`config.mk`:
```
export PLATFORM = sky130hd
export DESIGN_NAME = text_message_header_parser_unit
export DESIGN_NICKNAME = d
export VERILOG_FILES = /design/src/hdl/tmhp_pkg.sv /design/src/hdl/tmhp_front.sv /design/src/hdl/tmhp_queue.sv /design/src/hdl/text_message_header_parser_unit.sv
export SDC_FILE = /design/constraint.sdc
export NUM_CORES = 1
export LEC_CHECK = 0
export BUFFER_PORTS_ARGS = -buffer_cell sky130_fd_sc_hd__buf_4
export CAP_MARGIN = 25
export CORE_AREA = 3 3 177 248
export DETAILED_ROUTE_END_ITERATION = 8
export DIE_AREA = 0 0 180 251
export GPL_TIMING_DRIVEN = 0
export REMOVE_ABC_BUFFERS = 1
export SETUP_SLACK_MARGIN = 0.5
export SLEW_MARGIN = 0
export SYNTH_ARGS = -nofsm -noshare
export SYNTH_HDL_FRONTEND = slang
export SYNTH_SLANG_ARGS = --single-unit
export TNS_END_PERCENT = 20
```
`constraint.sdc`:
```
create_clock -name clk_i -period 7.64 [get_ports clk_i]
set_input_delay 1.528 -clock clk_i [delete_from_list [all_inputs] [get_ports clk_i]]
set_output_delay 1.528 -clock clk_i [all_outputs]
set_load 0.05 [all_outputs]
```
`src/hdl/tmhp_pkg.sv`:
```
package tmhp_pkg;

  localparam int ROUTE_BYTES_DEF  = 128;
  localparam int BODY_BYTES_DEF   = 512;
  localparam int NAME_BYTES_DEF   = 64;
  localparam int VALUE_BYTES_DEF  = 128;
  localparam int HEADER_SLOTS_DEF = 16;

  // result queue between the parser and the output side
  localparam int QDEPTH = 4;

  localparam logic [7:0] CH_NUL   = 8'h00;
  localparam logic [7:0] CH_LF    = 8'h0A;
  localparam logic [7:0] CH_SP    = 8'h20;
  localparam logic [7:0] CH_COLON = 8'h3A;
  localparam logic [7:0] CH_P     = 8'h50;
  localparam logic [7:0] CH_T     = 8'h54;

  typedef enum logic [2:0] {
    KIND_DROP  = 3'd0,
    KIND_ROUTE = 3'd1,
    KIND_NAME  = 3'd2,
    KIND_VALUE = 3'd3,
    KIND_BODY  = 3'd4
  } kind_e;

  typedef struct packed {
    kind_e       kind;
    logic [7:0]  out_byte;
    logic [3:0]  header_slot;
    logic [8:0]  field_offset;
    logic        run_last;
    logic        message_end;
    logic        prefix_ok;
    logic        blank_line_seen;
    logic [4:0]  header_count;
  } result_t;

endpackage

```
`src/hdl/tmhp_front.sv`:
```
module tmhp_front
  import tmhp_pkg::*;
#(
  parameter int ROUTE_BYTES  = ROUTE_BYTES_DEF,
  parameter int BODY_BYTES   = BODY_BYTES_DEF,
  parameter int NAME_BYTES   = NAME_BYTES_DEF,
  parameter int VALUE_BYTES  = VALUE_BYTES_DEF,
  parameter int HEADER_SLOTS = HEADER_SLOTS_DEF
) (
  input  logic       clk_i,
  input  logic       rst_ni,
  input  logic       in_valid_i,
  input  logic [7:0] in_byte_i,
  input  logic       end_of_message_i,
  output result_t    res_o [2],
  output logic [1:0] res_cnt_o
);

  localparam int LineKeep = NAME_BYTES + VALUE_BYTES + 3;
  localparam int RW = $clog2(ROUTE_BYTES);
  localparam int BW = $clog2(BODY_BYTES);
  localparam int NW = $clog2(NAME_BYTES);
  localparam int VW = $clog2(VALUE_BYTES);
  localparam int LW = $clog2(LineKeep + 1);
  localparam int HW = $clog2(HEADER_SLOTS + 1);

  typedef enum logic [3:0] {
    PH_P0, PH_P1, PH_P2, PH_ROUTE, PH_ROUTE_REST, PH_LINE_START, PH_HEADER,
    PH_SKIP, PH_BODY, PH_TERM_NOBODY, PH_TERM_BODY, PH_BAD
  } phase_e;

  phase_e          phase_q, phase_d;
  logic [LW-1:0]   line_q, line_d;
  logic [NW-1:0]   name_q, name_d;
  logic [VW-1:0]   val_q, val_d;
  logic [RW-1:0]   route_q, route_d;
  logic [BW-1:0]   body_q, body_d;
  logic [HW-1:0]   hdr_q, hdr_d;
  logic            held_q, held_d;
  logic            sep_q, sep_d;

  always_comb begin
    logic            do_hdr;
    logic [LW-1:0]   h_pos;
    logic [NW-1:0]   h_name;
    logic [NW-1:0]   name_after;
    logic [VW-1:0]   h_val;
    logic            h_held;
    logic            h_sep;
    logic [HW-1:0]   h_slot;
    logic            rel_v;
    logic            cur_v;
    result_t         rel_r;
    result_t         cur_r;
    logic [7:0]      c;

    c       = in_byte_i;
    phase_d = phase_q;
    line_d  = line_q;
    name_d  = name_q;
    val_d   = val_q;
    route_d = route_q;
    body_d  = body_q;
    hdr_d   = hdr_q;
    held_d  = held_q;
    sep_d   = sep_q;
    do_hdr  = 1'b0;
    h_pos   = line_q;
    h_name  = name_q;
    h_val   = val_q;
    h_held  = held_q;
    h_sep   = sep_q;
    h_slot  = (hdr_q == '0) ? '0 : hdr_q - 1'b1;
    name_after = name_q;
    rel_v   = 1'b0;
    cur_v   = 1'b1;
    rel_r   = '0;
    cur_r   = '0;

    case (phase_q)
      PH_P0: phase_d = (c == CH_P)  ? PH_P1 : PH_BAD;
      PH_P1: phase_d = (c == CH_T)  ? PH_P2 : PH_BAD;
      PH_P2: phase_d = (c == CH_SP) ? PH_ROUTE : PH_BAD;
      PH_ROUTE: begin
        if (c == CH_SP) begin
          phase_d = PH_ROUTE_REST;
        end else if (c == CH_LF) begin
          phase_d = PH_LINE_START;
          line_d = '0; name_d = '0; val_d = '0; held_d = 1'b0; sep_d = 1'b0;
        end else if (c == CH_NUL) begin
          phase_d = PH_TERM_NOBODY;
        end else if (route_q < RW'(ROUTE_BYTES - 1)) begin
          cur_r.kind = KIND_ROUTE;
          cur_r.out_byte = c;
          cur_r.field_offset = 9'(route_q);
          route_d = route_q + 1'b1;
        end
      end
      PH_ROUTE_REST, PH_SKIP: begin
        if (c == CH_LF) begin
          phase_d = PH_LINE_START;
          line_d = '0; name_d = '0; val_d = '0; held_d = 1'b0; sep_d = 1'b0;
        end else if (c == CH_NUL) begin
          phase_d = PH_TERM_NOBODY;
        end
      end
      PH_LINE_START: begin
        if (c == CH_LF) begin
          phase_d = PH_BODY;
        end else if (c == CH_NUL) begin
          phase_d = PH_TERM_NOBODY;
        end else if (hdr_q < HW'(HEADER_SLOTS)) begin
          hdr_d   = hdr_q + 1'b1;
          phase_d = PH_HEADER;
          do_hdr  = 1'b1;
          h_pos = '0; h_name = '0; h_val = '0; h_held = 1'b0; h_sep = 1'b0;
          h_slot = hdr_q;
        end else begin
          phase_d = PH_SKIP;
        end
      end
      PH_HEADER: do_hdr = 1'b1;
      PH_BODY: begin
        if (c == CH_NUL) begin
          phase_d = PH_TERM_BODY;
        end else if (body_q < BW'(BODY_BYTES - 1)) begin
          cur_r.kind = KIND_BODY;
          cur_r.out_byte = c;
          cur_r.field_offset = 9'(body_q);
          body_d = body_q + 1'b1;
        end
      end
      default: ;
    endcase

    if (do_hdr) begin
      line_d = h_pos;
      name_d = h_name;
      val_d  = h_val;
      held_d = h_held;
      sep_d  = h_sep;
      // a held colon goes out as a name byte, if the name has room, unless this byte completes ": "
      name_after = h_name;
      rel_v = h_held && (c != CH_SP);
      if (rel_v && h_name < NW'(NAME_BYTES - 1)) begin
        rel_r.kind = KIND_NAME;
        rel_r.out_byte = CH_COLON;
        rel_r.header_slot = 4'(h_slot);
        rel_r.field_offset = 9'(h_name);
        name_after = h_name + 1'b1;
      end
      if (c == CH_LF) begin
        phase_d = PH_LINE_START;
        line_d = '0; name_d = '0; val_d = '0; held_d = 1'b0; sep_d = 1'b0;
      end else if (c == CH_NUL) begin
        phase_d = PH_TERM_NOBODY;
        held_d = 1'b0;
        name_d = name_after;
      end else begin
        line_d = (h_pos < LW'(LineKeep)) ? h_pos + 1'b1 : LW'(LineKeep);
        if (h_sep) begin
          if (h_pos < LW'(LineKeep) && h_val < VW'(VALUE_BYTES - 1)) begin
            cur_r.kind = KIND_VALUE;
            cur_r.out_byte = c;
            cur_r.header_slot = 4'(h_slot);
            cur_r.field_offset = 9'(h_val);
            val_d = h_val + 1'b1;
          end
        end else if (h_held && c == CH_SP) begin
          held_d = 1'b0;
          sep_d  = 1'b1;
        end else begin
          held_d = 1'b0;
          name_d = name_after;
          if (c == CH_COLON && h_pos < LW'(LineKeep - 1) && !end_of_message_i) begin
            held_d = 1'b1;
            cur_v  = 1'b0;
          end else if (h_pos < LW'(LineKeep) && name_after < NW'(NAME_BYTES - 1)) begin
            cur_r.kind = KIND_NAME;
            cur_r.out_byte = c;
            cur_r.header_slot = 4'(h_slot);
            cur_r.field_offset = 9'(name_after);
            name_d = name_after + 1'b1;
          end
        end
      end
    end

    if (rel_v) begin
      res_o[0] = rel_r;
      res_o[1] = cur_r;
    end else begin
      res_o[0] = cur_r;
      res_o[1] = '0;
    end
    res_cnt_o = {1'b0, rel_v} + {1'b0, cur_v};

    if (res_cnt_o != 2'd0) begin
      res_o[res_cnt_o[1]].run_last = 1'b1;
      if (end_of_message_i) begin
        res_o[res_cnt_o[1]].message_end = 1'b1;
        res_o[res_cnt_o[1]].prefix_ok = !(phase_d == PH_P0 || phase_d == PH_P1 ||
                                          phase_d == PH_P2 || phase_d == PH_BAD);
        res_o[res_cnt_o[1]].blank_line_seen = (phase_d == PH_BODY) ||
                                              (phase_d == PH_TERM_BODY);
        res_o[res_cnt_o[1]].header_count = 5'(hdr_d);
      end
    end
    if (!in_valid_i) begin
      res_cnt_o = 2'd0;
    end
  end

  always_ff @(posedge clk_i or negedge rst_ni) begin
    if (!rst_ni) begin
      phase_q <= PH_P0;
      line_q  <= '0;
      name_q  <= '0;
      val_q   <= '0;
      route_q <= '0;
      body_q  <= '0;
      hdr_q   <= '0;
      held_q  <= 1'b0;
      sep_q   <= 1'b0;
    end else if (in_valid_i) begin
      if (end_of_message_i) begin
        phase_q <= PH_P0;
        line_q  <= '0;
        name_q  <= '0;
        val_q   <= '0;
        route_q <= '0;
        body_q  <= '0;
        hdr_q   <= '0;
        held_q  <= 1'b0;
        sep_q   <= 1'b0;
      end else begin
        phase_q <= phase_d;
        line_q  <= line_d;
        name_q  <= name_d;
        val_q   <= val_d;
        route_q <= route_d;
        body_q  <= body_d;
        hdr_q   <= hdr_d;
        held_q  <= held_d;
        sep_q   <= sep_d;
      end
    end
  end

endmodule

```
`src/hdl/tmhp_queue.sv`:
```
module tmhp_queue
  import tmhp_pkg::*;
(
  input  logic       clk_i,
  input  logic       rst_ni,
  input  logic [1:0] wr_cnt_i,
  input  result_t    wr_data_i [2],
  input  logic       pop_i,
  output result_t    head_o,
  output logic       empty_o,
  output logic       full_o
);

  localparam int PW = $clog2(QDEPTH);
  localparam int CW = $clog2(QDEPTH + 1);

  result_t        mem_q [QDEPTH];
  logic [PW-1:0]  wr_q, rd_q;
  logic [CW-1:0]  cnt_q;
  logic           do_pop;
  logic [PW-1:0]  wr_next;

  assign empty_o = (cnt_q == '0);
  // room is kept for the two results one transaction can produce
  assign full_o  = (cnt_q > CW'(QDEPTH - 2));
  assign do_pop  = pop_i && !empty_o;
  assign head_o  = mem_q[rd_q];
  assign wr_next = wr_q + 1'b1;

  always_ff @(posedge clk_i) begin
    if (wr_cnt_i != 2'd0) begin
      mem_q[wr_q] <= wr_data_i[0];
    end
    if (wr_cnt_i == 2'd2) begin
      mem_q[wr_next] <= wr_data_i[1];
    end
  end

  always_ff @(posedge clk_i or negedge rst_ni) begin
    if (!rst_ni) begin
      wr_q  <= '0;
      rd_q  <= '0;
      cnt_q <= '0;
    end else begin
      wr_q  <= wr_q + PW'(wr_cnt_i);
      rd_q  <= rd_q + PW'(do_pop);
      cnt_q <= cnt_q + CW'(wr_cnt_i) - CW'(do_pop);
    end
  end

endmodule

```
`src/hdl/text_message_header_parser_unit.sv`:
```
// Throughput: one byte per cycle while full is low; a byte that releases a held
// colon yields two results (one if it is itself a held colon), which leave one per
// cycle while pop is high from the four-entry result queue. full is high while
// fewer than two queue entries are free. Reset (rst_ni low, asynchronous) empties
// the queue and returns the parser to the start of a message.
module text_message_header_parser_unit
  import tmhp_pkg::*;
#(
  parameter int ROUTE_BYTES  = ROUTE_BYTES_DEF,
  parameter int BODY_BYTES   = BODY_BYTES_DEF,
  parameter int NAME_BYTES   = NAME_BYTES_DEF,
  parameter int VALUE_BYTES  = VALUE_BYTES_DEF,
  parameter int HEADER_SLOTS = HEADER_SLOTS_DEF
) (
  input  logic       clk_i,
  input  logic       rst_ni,
  input  logic       push,
  output logic       full,
  input  logic [7:0] in_byte_i,
  input  logic       end_of_message_i,
  output logic       empty,
  input  logic       pop,
  output logic [2:0] kind_o,
  output logic [7:0] out_byte_o,
  output logic [3:0] header_slot_o,
  output logic [8:0] field_offset_o,
  output logic       run_last_o,
  output logic       message_end_o,
  output logic       prefix_ok_o,
  output logic       blank_line_seen_o,
  output logic [4:0] header_count_o
);

  result_t    res [2];
  logic [1:0] res_cnt;
  result_t    head;
  logic       accept;

  assign accept = push && !full;

  tmhp_front #(
    .ROUTE_BYTES  (ROUTE_BYTES),
    .BODY_BYTES   (BODY_BYTES),
    .NAME_BYTES   (NAME_BYTES),
    .VALUE_BYTES  (VALUE_BYTES),
    .HEADER_SLOTS (HEADER_SLOTS)
  ) u_front (
    .clk_i            (clk_i),
    .rst_ni           (rst_ni),
    .in_valid_i       (accept),
    .in_byte_i        (in_byte_i),
    .end_of_message_i (end_of_message_i),
    .res_o            (res),
    .res_cnt_o        (res_cnt)
  );

  tmhp_queue u_queue (
    .clk_i     (clk_i),
    .rst_ni    (rst_ni),
    .wr_cnt_i  (res_cnt),
    .wr_data_i (res),
    .pop_i     (pop),
    .head_o    (head),
    .empty_o   (empty),
    .full_o    (full)
  );

  assign kind_o            = head.kind;
  assign out_byte_o        = head.out_byte;
  assign header_slot_o     = head.header_slot;
  assign field_offset_o    = head.field_offset;
  assign run_last_o        = head.run_last;
  assign message_end_o     = head.message_end;
  assign prefix_ok_o       = head.prefix_ok;
  assign blank_line_seen_o = head.blank_line_seen;
  assign header_count_o    = head.header_count;

endmodule

```
Yosys cells after proc, flatten, opt, wreduce, memory -nomap -nowiden. Memory sizes are Yosys's and may differ from the RTL's. Index checks and enable logic that the tools add are counted.

Reduce and logical (&&, ||, !) cells: 34. Equal/unequal tests: 24. Add/subtract/negate cells: 14. Multiplexer cells: 162. Bitwise gates (word level): 1. Magnitude comparators: 11.

Operator list (count): bitwise mux 66 bit (5); 2-to-1 mux 24 bit (9); 2-to-1 mux 66 bit (3); demux 33 bit (select 1 bit) (5); 2-to-1 mux 7 bit (20); 2-to-1 mux 6 bit (17); 2-to-1 mux 9 bit (11); 2-to-1 mux 8 bit (12); 2-to-1 mux 4 bit (18); 2-to-1 mux 11 bit (5); 2-to-1 mux 1 bit (40); 2-to-1 mux 5 bit (6); one-hot mux 4 bit (7 select lines) (1); 2-to-1 mux 23 bit (1); one-hot mux 11 bit (2 select lines) (1); one-hot mux 9 bit (2 select lines) (1); equality test 4 x 3 -> 1 bit (second input constant) (4); equality test 4 bit (second input constant) (4); equality test 8 x 6 -> 1 bit (second input constant) (2); equality test 8 x 7 -> 1 bit (second input constant) (2); < comparator 8 bit (second input constant) (2); one-hot mux 8 bit (2 select lines) (1); adder 7 x 1 -> 7 bit (second input constant) (2); < comparator 7 bit (second input constant) (2); other kinds (42) (72).

Logic and storage cells: 259. Output and inout bits: 35. Bits in registers: 55. Memories kept: 1. Input port bits: 13. Bits in writable memories: 132.

Memories: u_queue.mem_q (words 4, bits a word 33, read ports 1, clocked after memory_dff 0, write ports 2, line tmhp_queue.sv:17) `result_t mem_q [QDEPTH];`.

Depth between registers and ports, before layout. Gate-level depths: netlist of the first run.

Depth in word-level cells: 27. Depth in mapped cells: 19. Depth with buffers taken out: 15.

Hierarchy. Synthesis of the first run repeated with hierarchy kept, for this count alone.

Cell total of the unflattened synthesis: 998. Area total of the unflattened synthesis: 11622.4 um^2.

Modules (own cells, without submodules): tmhp_queue (cells each 359, sequential area each 4139.0 um^2, times used 1, area each 6830.3 um^2); tmhp_front (cells each 638, sequential area each 1201.2 um^2, times used 1, area each 4778.3 um^2); text_message_header_parser_unit (cells each 1, sequential area each 0.0 um^2, times used 1, area each 13.8 um^2).

Worst setup path before layout of the first run. No wires, ideal clock.

Path type: input-to-reg. Start point: input in_byte_i[4]. End point: memory u_queue.mem_q[1][0] (netlist name) (enable). Required time: 7.176 ns. Buffers on the path: 6. Arrival time: 6.398 ns. Setup time: 0.464 ns. Stages: 16. Slack: 0.778 ns. Cells stage by stage: buf_2 > nor4_4 > a311o_1 > buf_2 > clkbuf_1 > clkbuf_1 > o2111ai_1 > nand3_1 > nor2_1 > inv_1 > ha_1 > clkbuf_1 > nor2b_1 > clkbuf_1 > a21oi_1 > nor3_1.

RTL lines: start: declaration (line text_message_header_parser_unit.sv:19) `input logic [7:0] in_byte_i,`; end: declaration (line tmhp_queue.sv:17).

==> results of run 1 <==
-- critical path: cells and delay by family --
family | cells | cell delay (ns)
simple gates | 9 | 3.28
xor+xnor | 1 | 0.88
fa+ha+maj | 1 | 0.37
buf+inv | 2 | 0.28
compound gates | 1 | 0.18
-- power by group through the flow --
stage | Sequential (W) | Combinational, W | Clock (W)
2_1_floorplan | 0.00142 | 0.00105 | 0
3_3_place_gp | 0.00149 | 0.00146 | 0
3_5_place_dp | 0.00142 | 0.00161 | 0
4_1_cts | 0.00139 | 0.00162 | 0.000875
5_1_grt | 0.00141 | 0.00170 | 0.000914
6_report | 0.00139 | 0.00159 | 0.000850
-- final timing paths --
kind,depth (start not counted),end,start
max reg2reg,13,u_queue.mem_q[0][22],u_front.phase_q[2]
min reg2reg,1,u_front.val_q[6],u_front.val_q[6]
min in group asynchronous,1,u_front.body_q[2],rst_ni
min,1,u_front.val_q[6],u_front.val_q[6]
max in group asynchronous,1,u_queue.rd_q[1],rst_ni
max,14,u_queue.mem_q[0][22],in_byte_i[0]
-- state kept, by name, indices dropped and copies added, names as in the netlist --
| signal | flops |
|---|---|
| u_front.body_q | 9 |
| u_front.hdr_q | 5 |
| u_front.held_q | 1 |
| u_front.line_q | 8 |
| u_front.name_q | 6 |
| u_front.phase_q | 4 |
| u_front.route_q | 7 |
| u_front.sep_q | 1 |
| u_front.val_q | 7 |
| u_queue.cnt_q | 3 |
| u_queue.mem_q | 132 |
| u_queue.rd_q | 2 |
| u_queue.wr_q | 2 |
-- synth_stat cells (all sizes together), types with 17 or more instances --
cell    instances  area [µm²]
a21o           17         128
a21oi          30         150
a31oi          18         131
and3           32         200
buf            18         109
clkbuf         47         176
dfrtp          55        1380
edfxtp        132        3960
ha             17         213
inv            24        90.1
mux4           33         743
nand2          98         368
nand3          24         120
nor2          102         383
nor3           19        95.1
o21ai          86         442
o22ai          23         144
-- area by class of cell --
cell class / count / area [µm²]
Fill cell: 4291 / 29900
Sequential cell: 187 / 5340
Multi-Input combinational cell: 687 / 4770
Tap cell: 546 / 683
Timing Repair Buffer: 71 / 641
Clock buffer: 18 / 429
Clock inverter: 14 / 119
Inverter: 24 / 90.1
-- kinds of logic after synthesis --
kind of cell	share of synthesized area
buf+inv	0.0360
simple gates	0.164
compound gates	0.163
flops	0.512
xor+xnor	0.0151
mux	0.0873
fa+ha+maj	0.0223
-- metrics by stage --
step	cells	power (W)
final	1547	0.00384
after global routing	1547	0.00403
after CTS	1546	0.00388
after detailed placement	1514	0.00303
after global placement	1491	0.00295
after floorplan	898	0.00247
-- layer usage --
layer	global-route usage	up-vias	routed length (µm)
li1	-	3721	-
met1	0.145	3932	11400
met2	0.241	211	16000
met3	0.0188	53	1000
met4	0.0626	0	1130
met5	0	-	0
==> metrics.md, run 1 <==
| Metric | Value |
|---|---|
| DRC errors left | 0 |
| Crit path cell chain | buf_4, nor4_1, nand2_1, nor2_1, o21ai_0, nand3_1, nor2_1, inv_1, ha_1, nor2b_1, nand4_1, xnor2_1, nor2_1, and2_1 |
| WL final | between 20 and 30 mm |
| Fin area | 12100 µm² |
| Clock Path Buffers | 2 |
| Max Clk Rate | around 0.16 GHz |
| Avg Inst Size Synth | approximately 11 µm² |
| Clk pin slew, worst setup/hold paths | about 0.07 ns |
| Most used cell, CP | nor2_1 |
| CTS tree | yes |
| CTS Sinks | 187 |
| Asr flop ratio synth | 0.294 |
| Largest net degree at the start of global routing | 56 |
| Final period utilization | 0.831 |
| Flop2flop setup slack | ~1.7 ns |
| Congestion Overflow GR | 0 |
| Post-Place Setup Slack | around 0.87 ns |
| Worst path max stage delay | between 0.8 and 0.9 ns |
| Routed vias/inst | between 5 and 6 |
| Critical path type | input port to flop |
| Tightest Pin Transition | ~0.97 ns |
| TNS Setup | 0 ns |
| Post-Syn Area | roughly 10000 µm² |
| H-tree depth | 4 |
| DR pass1 iterations | 7 |
| Critical path startpoint category | input port |
| Slew Viols, Final | 0 |
| Seq pwr share | 0.363 |
| Synthesis-stage register bit count | between 150 and 200 |
| EDFF count, synth | around 130 |
| Util after Layout | 0.288 |
| Peak supply drop | between 100 and 150 µV |
| Layout Skew | 0.0137 ns |
| Number of global-route vias before repair | approximately 8000 |
| Sw Ratio | 0.405 |
| # rows | between 80 and 90 |
| Rel. slew slack | 0.351 |
| Commonest non-fill, non-tap cell in the layout | edfxtp_1 |
| Die height | ~250 µm |
| Data required time of the worst path | about 7.9 ns |
| Final nets | 1019 |
| Pwr per Cell Area | around 320 nW/µm² |
| Iteration-0 DRC Markers | 729 |
| Sw power | 0.00155 W |
| Die area | approximately 45000 µm² |
| Ys flop type | edfxtp_1 |
| Final setup viols | 0 |
| Most frequent cells in the layout | 132 x edfxtp_1, 102 x nor2_1, 98 x nand2_1 |
| Core area | 42000 µm² |
| Placer Congestion | 0.897 |
| Buffers on Ports | 47 |
| Register area share after synthesis | 0.512 |
| Syn Inst Count | about 960 |
| Post-cts hold buffer count | 0 |
| Crit path max fanout | 9 |
| Initial antenna violation count | 0 |
| # diodes | 0 |
| Arr. time, crit path | ~6.6 ns |
| Max_cap viols | 0 |
| Final hold slack | approximately 0.53 ns |
| Final min period | ~6.3 ns |
| Clock share of power | 0.222 |
| Syn. warnings | 0 |
| RSZ-0062 raised after global routing | false |
| HPWL Detailed | roughly 22 mm |
| Unique masters post-synth | 81 |
| Setup ws final | around 1.3 ns |
| Num CTS Buffers | 17 |
| Via count | 7917 |
| DR WL/cell | about 19 µm |
| Root Buffer | clkbuf_16 |
| Post_cts resized | 0 |
| Critical path capture point type | flop |
| Initial Utilization | 0.248 |
| Post-CTS Setup Inserts | 0 |
| Global-route wire length before repair | ~46 mm |
| Hold Fails Final Rpt | 0 |
| Layout Area Growth over Synthesis | 15.9% |
| Slowest cell on crit path | xnor2_1 |
| P_int | between 0.002 and 0.0025 W |
| GRT Util Overall | 0.130 |
| Layout cells sized above 1 | 0.161 |
| Logic pwr share | 0.415 |
| P_leak | roughly 4.4 nW |
| Routed Antenna Nets | 0 |
| Worst Hold Class | flop to flop |
| Status | complete, no violations |
| Cell Area, Placed | around 12000 µm² |
| Worst-skew pair later-pin latency | roughly 0.45 ns |
| Width of the die | around 180 µm |
| Top-Level Pins | 48 |
(Power assumes the default switching activity.)
==> inputs of run 2 (changes only) <==
- clock period: 7.64 -> 6.1 ns (I/O delays scaled with it)
==> metrics.md, run 2 (synthesized netlist as in run 1, its figures left out) <==
| Metric | Value |
|---|---|
| Clk pin slew, worst setup/hold paths | 0.07 ns (about the same) |
| Final period utilization | 0.879 |
| Critical path capture point type | flop (unchanged) |
| Largest regs | u_queue.mem_q x132, u_front.body_q x9, u_front.line_q x8 (unchanged) |
| Critical path startpoint category | input port (unchanged) |
| Final setup viols | 0 (unchanged) |
| Util after Layout | 0.291 (was 0.288) |
| Biggest register | u_queue.mem_q (unchanged) |
| Buffers on Ports | 47 (unchanged) |
| Layout Cells excl Fill | 1552 (was 1547) |
| Hold Fails Final Rpt | 0 (unchanged) |
| RSZ-0062 raised after global routing | true (was false) |
| Critical path type | input port to flop (unchanged) |
| Worst-skew pair later-pin latency | 0.46 ns (was 0.45 ns) |
| GRT Util Overall | 0.130 (about the same) |
| P_leak | 4.47 nW (was 4.42 nW) |
| Width of the die | 180 µm (unchanged) |
| DR pass1 iterations | 5 (was 7) |
| Routed vias/inst | 5.11 (was 5.12) |
| Final min period | between 5 and 6 ns |
| Most frequent cells in the layout | 132 x edfxtp_1, 101 x nor2_1, 98 x nand2_1 (was 132 x edfxtp_1, 102 x nor2_1, 98 x nand2_1) |
| Crit path max fanout | 18 (was 9) |
| Final nets | 1024 (was 1019) |
| # fillers | 4282 (was 4291) |
| Data required time of the worst path | 6.25 ns (was 7.85 ns) |
| DRC errors left | 0 (unchanged) |
| Peak supply drop | 163 µV (was 131 µV) |
| Largest net degree at the start of global routing | 56 (unchanged) |
| Die area | 45200 µm² (unchanged) |
| Post-cts hold buffer count | 0 (unchanged) |
| Global-route wire length before repair | 46.4 mm (was 46.3 mm) |
| Status | complete, no violations (unchanged) |
| Clock Path Buffers | 2 (unchanged) |
| Core area | 42000 µm² (unchanged) |
| Layout Skew | 0.0141 ns (was 0.0137 ns) |
| Max Clk Rate | 0.186 GHz |
| Post-Place Setup Slack | -0.359 ns (was 0.873 ns) |
| Top-Level Pins | 48 (unchanged) |
| Sw Ratio | 0.405 (about the same) |
| Placer Congestion | 0.897 (unchanged) |
| Initial antenna violation count | 0 (unchanged) |
| Sw power | 0.00195 W (was 0.00155 W) |
| Layout Area Growth over Synthesis | 17.1% (was 15.9%) |
| Pwr per Cell Area | 395 nW/µm² (was 318 nW/µm²) |
| Tightest Pin Transition | 0.995 ns (was 0.969 ns) |
| Rel. slew slack | 0.332 (was 0.351) |
| Via count | 7933 (was 7917) |
| Routed Antenna Nets | 0 (unchanged) |
| Die height | 251 µm (unchanged) |
| HPWL Detailed | 21.7 mm (unchanged) |
| Number of global-route vias before repair | 7976 (was 7973) |
| # rows | 89 (unchanged) |
| Slew Viols, Final | 0 (unchanged) |
| DP Cell Count | 1514 (unchanged) |
| Logic pwr share | 0.417 (was 0.415) |
| Initial Utilization | 0.248 (unchanged) |
| P_int | 0.00287 W (was 0.00228 W) |
| Layout cells sized above 1 | 0.175 (was 0.161) |
| DR WL/cell | 19.1 µm (about the same) |
| Clock share of power | 0.221 (was 0.222) |
| CTS Sinks | 187 (unchanged) |
| Max_cap viols | 0 (unchanged) |
| Iteration-0 DRC Markers | 781 (was 729) |
| Congestion Overflow GR | 0 (unchanged) |
| Setup ws final | 0.736 ns (was 1.29 ns) |
| WL final | 29.7 mm (was 29.6 mm) |
| Seq pwr share | 0.362 (was 0.363) |
| Commonest non-fill, non-tap cell in the layout | edfxtp_1 (unchanged) |
| H-tree depth | 4 (unchanged) |
| Num CTS Buffers | 17 (unchanged) |
| TNS Setup | 0 ns (unchanged) |
| CTS tree | yes (unchanged) |
| Worst Hold Class | flop to flop (unchanged) |
| Arr. time, crit path | 5.51 ns (was 6.55 ns) |
| Max FFs per register | 132 (unchanged) |
| Flop2flop setup slack | 0.85 ns (was 1.72 ns) |
| Root Buffer | clkbuf_16 (unchanged) |
| # diodes | 0 (unchanged) |
[run 2: changes by cell type in the layout (fill, tap and decap cells not counted), sizes merged]
cell / previous run / this run
buf: 70 / 75
[run 2: cell type report]
type	count	area, µm²	share of cell area
clock buffer	18	429	0.0352
clock inverter	14	119	0.00974
inverter	24	90.1	0.00738
multi-input combinational	687	4860	0.398
sequential	187	5340	0.438
tap	546	683	0.0560
timing repair buffer	76	678	0.0556
[run 2: final timing paths]
path,from,to,depth (start not counted)
min reg2reg,u_front.val_q[6],u_front.val_q[6],1
min,u_front.val_q[6],u_front.val_q[6],1
max,in_byte_i[4],u_queue.mem_q[1][11],18
min in group asynchronous,rst_ni,u_front.body_q[7],1
max reg2reg,u_front.phase_q[1],u_queue.mem_q[1][11],17
max in group asynchronous,rst_ni,u_front.phase_q[2],1
[run 2: routing by layer]
| layer | vias up | part of all wire | global-route usage |
|---|---|---|---|
| li1 | 3727 | - | - |
| met1 | 3935 | 0.39 | 0.146 |
| met2 | 219 | 0.54 | 0.242 |
| met3 | 52 | 0.030 | 0.0185 |
| met4 | 0 | 0.041 | 0.0621 |
| met5 | - | 0 | 0 |
[run 2: what timing repair did]
| action | in CTS | in global routing |
|---|---|---|
| pin swaps | 1 | 2 |
| buffers inserted | 1 | 4 |
| endpoints found under the setup margin | 22 | 81 |
| gates resized for setup | 3 | 11 |
[run 2: critical path, stage by stage]
cell and delay (ns):
buf_4 0.16, nor4_4 0.45, a311o_2 0.36, buf_8 0.19, buf_6 0.17, nand2_1 0.14
inv_1 0.12, ha_1 0.28, and3_1 0.23, a31oi_2 0.18, and2_1 0.22, ha_1 0.35
ha_2 0.31, a31oi_4 0.21, a31o_1 0.27, a222oi_1 0.30, buf_4 0.21, o22ai_1 0.08
[run 2: power by group through the flow]
stage	sequential (W)	combinational, W	clock, W
after floorplan	0.00177	0.00132	0
after global placement	0.00187	0.00183	0
after detailed placement	0.00177	0.00202	0
after CTS	0.00175	0.00203	0.00110
after global routing	0.00177	0.00215	0.00115
final	0.00174	0.00201	0.00106
[run 2: through the flow]
| stage | hold WS, ns | power (W) | cell area [µm²] |
|---|---|---|---|
| 6_report | 0.533 | 0.00482 | 12200 |
| 2_1_floorplan | 0.469 | 0.00309 | 10100 |
| 4_1_cts | 0.529 | 0.00487 | 12100 |
| 5_1_grt | 0.570 | 0.00506 | 12200 |
| 3_5_place_dp | 0.518 | 0.00379 | 11500 |
| 3_3_place_gp | 0.519 | 0.00369 | 11200 |
